## src/mh64_pkg.sv

```systemverilog
// ----------------------------------------------------------------------------
// mh64_pkg
// Shared types, constants and helper functions for the 64-bit MurmurHash block.
// ----------------------------------------------------------------------------
package mh64_pkg;

    localparam logic [63:0] MH_K     = 64'hC6A4A7935BD1E995;
    localparam int unsigned MH_SHIFT = 47;
    localparam logic [3:0]  FULL_CNT = 4'd8;

    typedef struct packed {
        logic [63:0] data_word;
        logic [3:0]  byte_count;
        logic        last_word;
        logic [63:0] message_length;
    } mh64_in_t;

    typedef struct packed {
        logic [63:0] hash_value;
        logic        length_error;
    } mh64_out_t;

    function automatic logic [63:0] shiftmix(input logic [63:0] v);
        return v ^ (v >> MH_SHIFT);
    endfunction

    // Keeps the lowest cnt bytes of a word.
    function automatic logic [63:0] byte_mask(input logic [3:0] cnt);
        logic [63:0] m;
        m = '0;
        for (int i = 0; i < 8; i++)
        begin
            m[i*8 +: 8] = (4'(i) < cnt) ? 8'hFF : 8'h00;
        end
        return m;
    endfunction

endpackage

```

## src/murmur_hash_64.sv

```systemverilog
// ----------------------------------------------------------------------------
// murmur_hash_64
// MurmurHash64A over a message streamed as 64-bit little-endian words.
// ----------------------------------------------------------------------------
// One word is taken at a time; in_ready is low until that word is fully mixed
// and, for a last word, until its hash is loaded into the output register.
// Every 64-bit product by the hash constant runs through one shared 32x32
// multiplier in three passes. A full word needs two products and the state
// multiply, a short word one, the first word of a message one more for the
// length, and the last word one more for finalization. The hash comes out
// through a one-entry output register, so the next word is taken while a hash
// waits to be read.
module murmur_hash_64
    import mh64_pkg::*;
(
    input  logic        clk,
    input  logic        rst_n,
    input  logic        cfg_write,
    input  logic [63:0] cfg_data,
    input  logic        in_valid,
    output logic        in_ready,
    input  mh64_in_t    in_data,
    output logic        out_valid,
    input  logic        out_ready,
    output mh64_out_t   out_data
);

    typedef enum logic [7:0] {
        S_IDLE  = 8'b0000_0001,
        S_DISP  = 8'b0000_0010,
        S_INIT  = 8'b0000_0100,
        S_WMUL1 = 8'b0000_1000,
        S_WMUL2 = 8'b0001_0000,
        S_HMUL  = 8'b0010_0000,
        S_FIN   = 8'b0100_0000,
        S_DONE  = 8'b1000_0000
    } state_t;

    state_t      state_reg, state_next;
    logic [63:0] seed_reg;
    logic [63:0] h_reg, h_next;
    logic [63:0] rem_reg, rem_next;
    logic        err_reg, err_next;
    logic        open_reg, open_next;
    logic [63:0] word_reg, word_next;
    logic [3:0]  cnt_reg, cnt_next;
    logic        last_reg, last_next;
    logic [63:0] op_reg, op_next;
    logic        start_reg, start_next;
    logic        out_valid_reg, out_valid_next;
    mh64_out_t   out_reg, out_next;

    logic        mul_busy;
    logic        mul_done;
    logic [63:0] mul_result;

    logic        accept;
    logic [63:0] rem_cur;
    logic [3:0]  cnt_c;
    logic        out_free;

    mh64_mul u_mul (
        .clk     (clk),
        .rst_n   (rst_n),
        .start   (start_reg),
        .operand (op_reg),
        .busy    (mul_busy),
        .done    (mul_done),
        .result  (mul_result)
    );

    assign accept   = in_valid && in_ready;
    assign in_ready = (state_reg == S_IDLE);
    assign out_free = !out_valid_reg || out_ready;
    assign rem_cur  = open_reg ? rem_reg : in_data.message_length;
    assign cnt_c    = (in_data.byte_count > FULL_CNT) ? FULL_CNT : in_data.byte_count;

    always_comb
    begin
        state_next     = state_reg;
        h_next         = h_reg;
        rem_next       = rem_reg;
        err_next       = err_reg;
        open_next      = open_reg;
        word_next      = word_reg;
        cnt_next       = cnt_reg;
        last_next      = last_reg;
        op_next        = op_reg;
        start_next     = 1'b0;
        out_valid_next = out_valid_reg && !out_ready;
        out_next       = out_reg;

        case (state_reg)
            S_IDLE:
            begin
                if (in_valid)
                begin
                    err_next = (open_reg && err_reg)
                             || (in_data.byte_count > FULL_CNT)
                             || (cnt_c != FULL_CNT && !in_data.last_word);
                    if ({60'd0, cnt_c} > rem_cur)
                    begin
                        err_next = 1'b1;
                        rem_next = '0;
                    end
                    else
                    begin
                        rem_next = rem_cur - {60'd0, cnt_c};
                    end
                    word_next = in_data.data_word & byte_mask(cnt_c);
                    cnt_next  = cnt_c;
                    last_next = in_data.last_word;
                    open_next = 1'b1;
                    if (!open_reg)
                    begin
                        op_next    = in_data.message_length;
                        start_next = 1'b1;
                        state_next = S_INIT;
                    end
                    else
                    begin
                        state_next = S_DISP;
                    end
                end
            end
            S_INIT:
            begin
                if (mul_done)
                begin
                    h_next     = seed_reg ^ mul_result;
                    state_next = S_DISP;
                end
            end
            S_DISP:
            begin
                start_next = 1'b1;
                if (cnt_reg == FULL_CNT)
                begin
                    op_next    = word_reg;
                    state_next = S_WMUL1;
                end
                else if (cnt_reg != 4'd0)
                begin
                    op_next    = h_reg ^ word_reg;
                    state_next = S_HMUL;
                end
                else if (last_reg)
                begin
                    op_next    = shiftmix(h_reg);
                    state_next = S_FIN;
                end
                else
                begin
                    start_next = 1'b0;
                    state_next = S_IDLE;
                end
            end
            S_WMUL1:
            begin
                if (mul_done)
                begin
                    op_next    = shiftmix(mul_result);
                    start_next = 1'b1;
                    state_next = S_WMUL2;
                end
            end
            S_WMUL2:
            begin
                if (mul_done)
                begin
                    op_next    = h_reg ^ mul_result;
                    start_next = 1'b1;
                    state_next = S_HMUL;
                end
            end
            S_HMUL:
            begin
                if (mul_done)
                begin
                    h_next = mul_result;
                    if (last_reg)
                    begin
                        op_next    = shiftmix(mul_result);
                        start_next = 1'b1;
                        state_next = S_FIN;
                    end
                    else
                    begin
                        state_next = S_IDLE;
                    end
                end
            end
            S_FIN:
            begin
                if (mul_done)
                begin
                    h_next     = mul_result;
                    state_next = S_DONE;
                end
            end
            S_DONE:
            begin
                if (out_free)
                begin
                    out_next.hash_value   = shiftmix(h_reg);
                    out_next.length_error = err_reg || (rem_reg != 64'd0);
                    out_valid_next        = 1'b1;
                    open_next             = 1'b0;
                    state_next            = S_IDLE;
                end
            end
            default:
            begin
                state_next = S_IDLE;
            end
        endcase
    end

    always_ff @(posedge clk or negedge rst_n)
    begin
        if (!rst_n)
        begin
            state_reg     <= S_IDLE;
            seed_reg      <= '0;
            h_reg         <= '0;
            rem_reg       <= '0;
            err_reg       <= 1'b0;
            open_reg      <= 1'b0;
            start_reg     <= 1'b0;
            out_valid_reg <= 1'b0;
        end
        else
        begin
            state_reg     <= state_next;
            h_reg         <= h_next;
            rem_reg       <= rem_next;
            err_reg       <= err_next;
            open_reg      <= open_next;
            start_reg     <= start_next;
            out_valid_reg <= out_valid_next;
            if (cfg_write)
            begin
                seed_reg <= cfg_data;
            end
        end
    end

    always_ff @(posedge clk)
    begin
        word_reg <= word_next;
        cnt_reg  <= cnt_next;
        last_reg <= last_next;
        op_reg   <= op_next;
        out_reg  <= out_next;
    end

    assign out_valid = out_valid_reg;
    assign out_data  = out_reg;

    // Multiplier is never restarted mid-product.
    a_start_idle: assert property (@(posedge clk) disable iff (!rst_n)
        start_reg |-> !mul_busy)
        else $error("multiplier started while busy");

    // Words are only taken with the multiplier quiet.
    a_ready_quiet: assert property (@(posedge clk) disable iff (!rst_n)
        in_ready |-> (!mul_busy && !start_reg))
        else $error("ready while multiply in flight");

    // A new message always loads its length product first.
    a_first_init: assert property (@(posedge clk) disable iff (!rst_n)
        (accept && !open_reg) |=> (state_reg == S_INIT && start_reg))
        else $error("first word did not start length multiply");

    // A hash is only produced from the finishing state.
    a_out_from_done: assert property (@(posedge clk) disable iff (!rst_n)
        $rose(out_valid_reg) |-> $past(state_reg == S_DONE))
        else $error("result loaded outside finish");

    // Products only complete while a multiply state waits on them.
    a_done_owner: assert property (@(posedge clk) disable iff (!rst_n)
        mul_done |-> (state_reg == S_INIT || state_reg == S_WMUL1
                      || state_reg == S_WMUL2 || state_reg == S_HMUL
                      || state_reg == S_FIN))
        else $error("multiply result with no consumer");

endmodule

```

## src/mh64_mul.sv

```systemverilog
// ----------------------------------------------------------------------------
// mh64_mul
// Multiply by the hash constant modulo 2^64, three passes of one 32x32 unit.
// ----------------------------------------------------------------------------
module mh64_mul
    import mh64_pkg::*;
(
    input  logic        clk,
    input  logic        rst_n,
    input  logic        start,
    input  logic [63:0] operand,
    output logic        busy,
    output logic        done,
    output logic [63:0] result
);

    localparam logic [1:0] STEP_LL = 2'd0;  // a_lo * k_lo
    localparam logic [1:0] STEP_LH = 2'd1;  // a_lo * k_hi, upper half only
    localparam logic [1:0] STEP_HL = 2'd2;  // a_hi * k_lo, upper half only

    logic [31:0] a_lo_reg;
    logic [31:0] a_hi_reg;
    logic [63:0] acc_reg;
    logic [63:0] acc_next;
    logic [1:0]  step_reg;
    logic        busy_reg;
    logic        done_reg;
    logic [31:0] mul_a;
    logic [31:0] mul_b;
    logic [63:0] prod;

    always_comb
    begin
        mul_a = (step_reg == STEP_HL) ? a_hi_reg : a_lo_reg;
        mul_b = (step_reg == STEP_LH) ? MH_K[63:32] : MH_K[31:0];
        prod  = mul_a * mul_b;
        if (step_reg == STEP_LL)
        begin
            acc_next = prod;
        end
        else
        begin
            acc_next = {acc_reg[63:32] + prod[31:0], acc_reg[31:0]};
        end
    end

    always_ff @(posedge clk or negedge rst_n)
    begin
        if (!rst_n)
        begin
            step_reg <= STEP_LL;
            busy_reg <= 1'b0;
            done_reg <= 1'b0;
        end
        else if (start)
        begin
            step_reg <= STEP_LL;
            busy_reg <= 1'b1;
            done_reg <= 1'b0;
        end
        else if (busy_reg)
        begin
            step_reg <= step_reg + 2'd1;
            busy_reg <= (step_reg != STEP_HL);
            done_reg <= (step_reg == STEP_HL);
        end
        else
        begin
            done_reg <= 1'b0;
        end
    end

    always_ff @(posedge clk)
    begin
        if (start)
        begin
            a_lo_reg <= operand[31:0];
            a_hi_reg <= operand[63:32];
        end
        else if (busy_reg)
        begin
            acc_reg <= acc_next;
        end
    end

    assign busy   = busy_reg;
    assign done   = done_reg;
    assign result = acc_reg;

endmodule

```

## config.mk

```make
export PLATFORM = sky130hd
export DESIGN_NAME = murmur_hash_64
export DESIGN_NICKNAME = d
export VERILOG_FILES = /design/src/mh64_pkg.sv /design/src/murmur_hash_64.sv /design/src/mh64_mul.sv
export SDC_FILE = /design/constraint.sdc
export NUM_CORES = 2
export LEC_CHECK = 0
export BUFFER_PORTS_ARGS = -buffer_cell sky130_fd_sc_hd__buf_2
export CORE_ASPECT_RATIO = 0.7
export CORE_MARGIN = 4
export CORE_UTILIZATION = 64
export DETAILED_ROUTE_END_ITERATION = 10
export GPL_TIMING_DRIVEN = 0
export PLACE_DENSITY = 0.85
export RECOVER_POWER = 100
export SYNTH_ARGS = -nofsm -noshare
export SYNTH_HDL_FRONTEND = slang
export SYNTH_SLANG_ARGS = --single-unit
```

## constraint.sdc

```tcl
create_clock -name clk -period 18.1 [get_ports clk]
set_input_delay 2.715 -clock clk [delete_from_list [all_inputs] [get_ports clk]]
set_output_delay 2.715 -clock clk [all_outputs]
set_load 0.02 [all_outputs]
```

==> results.sh <==
export IMPL_worst_path_most_repeated_cell="fa_1"
export IMPL_start_kind="register"
export IMPL_synth_cells=5004
export IMPL_remaining_drc_errors=0
export IMPL_synthFlopType="edfxtp_1"
export IMPL_io_pins=269
export IMPL_drt_iter0_drc=6730
export IMPL_cts_made_buffers=47
export IMPL_cts_root_buffer="clkbuf_16"
export IMPL_postCtsSetupRepairBufs=0
export IMPL_grt_pass1_wl_mm=278
export IMPL_worst_pin_slew_ns=6.24
export IMPL_synth_distinct_cells=86
export IMPL_ys_seq_elements=534
export IMPL_fin_skew_ns=0.0243
export IMPL_clkTransAtPathRegs_ns=0.08
export IMPL_seq_area_frac_synth_pct=29.0
export IMPL_path_max_fanout=10
export IMPL_relSlewSlack_pct=-316
export IMPL_crit_path_top_delay_cell="clkbuf_1"
export IMPL_clk_latency_ns=0.62
export IMPL_final_cell_mix="inv_1, fa_1, ha_1"
export IMPL_wl_per_cell_um=30.4
export IMPL_largest_register_ffs=65
export IMPL_max_cap_violations=13
export IMPL_die_h_um=246
export IMPL_final_common_cell="inv_1"
export IMPL_syn_to_final_growth_pct=8.22
export IMPL_dp_hpwl_mm=162
export IMPL_tns_ns=0
export IMPL_rsz0062_at_grt="false"
export IMPL_tritoncts="built"
export IMPL_syn_area_um2=51800
export IMPL_status="finished, violations left"
export IMPL_start_util_pct=65.2
export IMPL_grt_pass1_vias=40800
export IMPL_hold_path_class="reg -> reg"
export IMPL_required_ns=18.43
export IMPL_num_vias=42600
export IMPL_cts_resized=0
export IMPL_postLayoutSetupSlackWorst_ns=4.02
export IMPL_synth_async_reset_ratio_pct=39.0
export IMPL_pre_cts_ws_ns=4.81
export IMPL_die_x_um=348
export IMPL_drtPass1Iterations=8
export IMPL_core_rowCount=86
export IMPL_final_min_clock_period_ns=14.08
export IMPL_ys_top_cells_by_area="fa_1, edfxtp_1, ha_1"
export IMPL_drv_slew=527
export IMPL_synth_top_area_share_pct=24.0
export IMPL_gp_congestion=1.05
export IMPL_cpPeakStageDelay_ns=0.94
export IMPL_grt_usage_pct=45.4
export IMPL_layout_drive_gt1_share_pct=7.49
export IMPL_dieArea_um2=85600
export IMPL_ctsHtreeMaxLevel=2
export IMPL_avgSynthCellArea_um2=10.3
export IMPL_worstSetupPathType="reg -> reg"
export IMPL_fmax_mhz=71.0
export IMPL_via_per_inst=6.62
export IMPL_grt_antenna_before_repair=9
export IMPL_core_um2=79400
export IMPL_hold_viol_final=0
export IMPL_synth_enable_flop_cells=326
export IMPL_fin_crit_sh_pct=77.8
export IMPL_wl_mm=195
export IMPL_crit_arrival_ns=14.41
export IMPL_yosysTopAreaCell="fa_1"
export IMPL_violations="max-capacitance violations, max-slew violations"
export IMPL_cts_buffer_depth=3
export IMPL_nets=6591
export IMPL_cts_hold_buf=0
export IMPL_portBuffers=265
export IMPL_grt_remaining_overflow=0
export IMPL_antenna_left=0
export IMPL_setup_viol_count_final=0
export IMPL_cp_end_kind="register"
export IMPL_grt_max_degree=110
export IMPL_cts_sinks=534
export IMPL_yosysWarnings=0
-- worst paths after layout --
check                                        from                 to  slack, ns  cells after the start
worst max-delay path            u_mul.step_reg[0]   u_mul.result[62]       4.02                     40
max in group asynchronous                   rst_n           h_reg[6]       5.57                      2
worst max register to register  u_mul.step_reg[0]   u_mul.result[62]       4.02                     40
worst min register to register         op_reg[37]  u_mul.a_hi_reg[5]       0.42                      0
min in group asynchronous                   rst_n        rem_reg[18]       4.41                      1
worst min-delay path                   op_reg[37]  u_mul.a_hi_reg[5]       0.42                      0
-- final cells by class --
class	instances	area, um^2
multi-input cells	3487	33000
well taps	1056	1320
clock inverters	23	279
inverters	806	3030
plain buffers	179	702
clock buffers	65	1410
flip-flops and latches	534	15000
fillers	6022	23400
repair buffers	275	1300
diodes	7	17.5
-- routing by layer --
metal | up-vias | part of all wire [%] | global-route usage [%]
li1 | 17500 | - | -
met1 | 21100 | 40 | 66.2
met2 | 3560 | 38 | 57.9
met3 | 439 | 20 | 26.0
met4 | 10 | 3.0 | 10.6
met5 | - | 0.076 | 0
-- logic make-up (layout without fill, tap and decap cells) --
| logic type | Yosys count | after routing | share of synthesized area [%] |
|---|---|---|---|
| AND/OR/NAND/NOR | 1010 | 1010 | 9.62 |
| flip-flops | 534 | 534 | 29.0 |
| adder cells (fa/ha/maj) | 1059 | 1059 | 34.6 |
| buffers and inverters | 985 | 1348 | 7.32 |
| XOR/XNOR | 249 | 249 | 4.21 |
| AO/OA/AOI/OAI | 997 | 997 | 11.8 |
| multiplexers | 168 | 168 | 3.44 |
| other | 2 | 11 | 0.0145 |
-- synthesized netlist by cell type, types with 34 or more instances --
master,number
inv_1,804
fa_1,622
ha_1,437
edfxtp_1,326
nand2_1,324
a21oi_1,305
o21ai_0,301
nor2_1,258
dfrtp_1,207
xor2_1,158
clkbuf_1,153
xnor2_1,91
mux2i_1,89
nor2b_1,80
mux2_2,79
nor3_1,70
a21o_1,63
a31oi_1,60
nand3b_1,52
a311oi_1,47
a221o_1,34
-- metrics by stage --
step	area (um^2)	instances	hold WS, ns	utilization [%]
after floorplan	51800	5006	0.400	-
after global placement	54400	6327	0.402	68.5
after detailed placement	54600	6335	0.406	68.8
after CTS	56300	6423	0.421	70.9
after global routing	56000	6425	0.426	70.5
final	56000	6432	0.418	70.6
-- critical path, delay by kind of cell, from the launching register on --
kind	cells	cell delay [ns]
buffers and inverters	11	3.63
xor gates and xnor gates	1	0.72
and+or+nand+nor	11	2.24
DFF	1	0.42
muxes	1	0.94
adders and majority gates	11	4.75
AOI/OAI and AO/OA	5	1.08
Power is not shown: default switching activity piles up to over one toggle a cycle in this logic, so the estimate is an artifact.
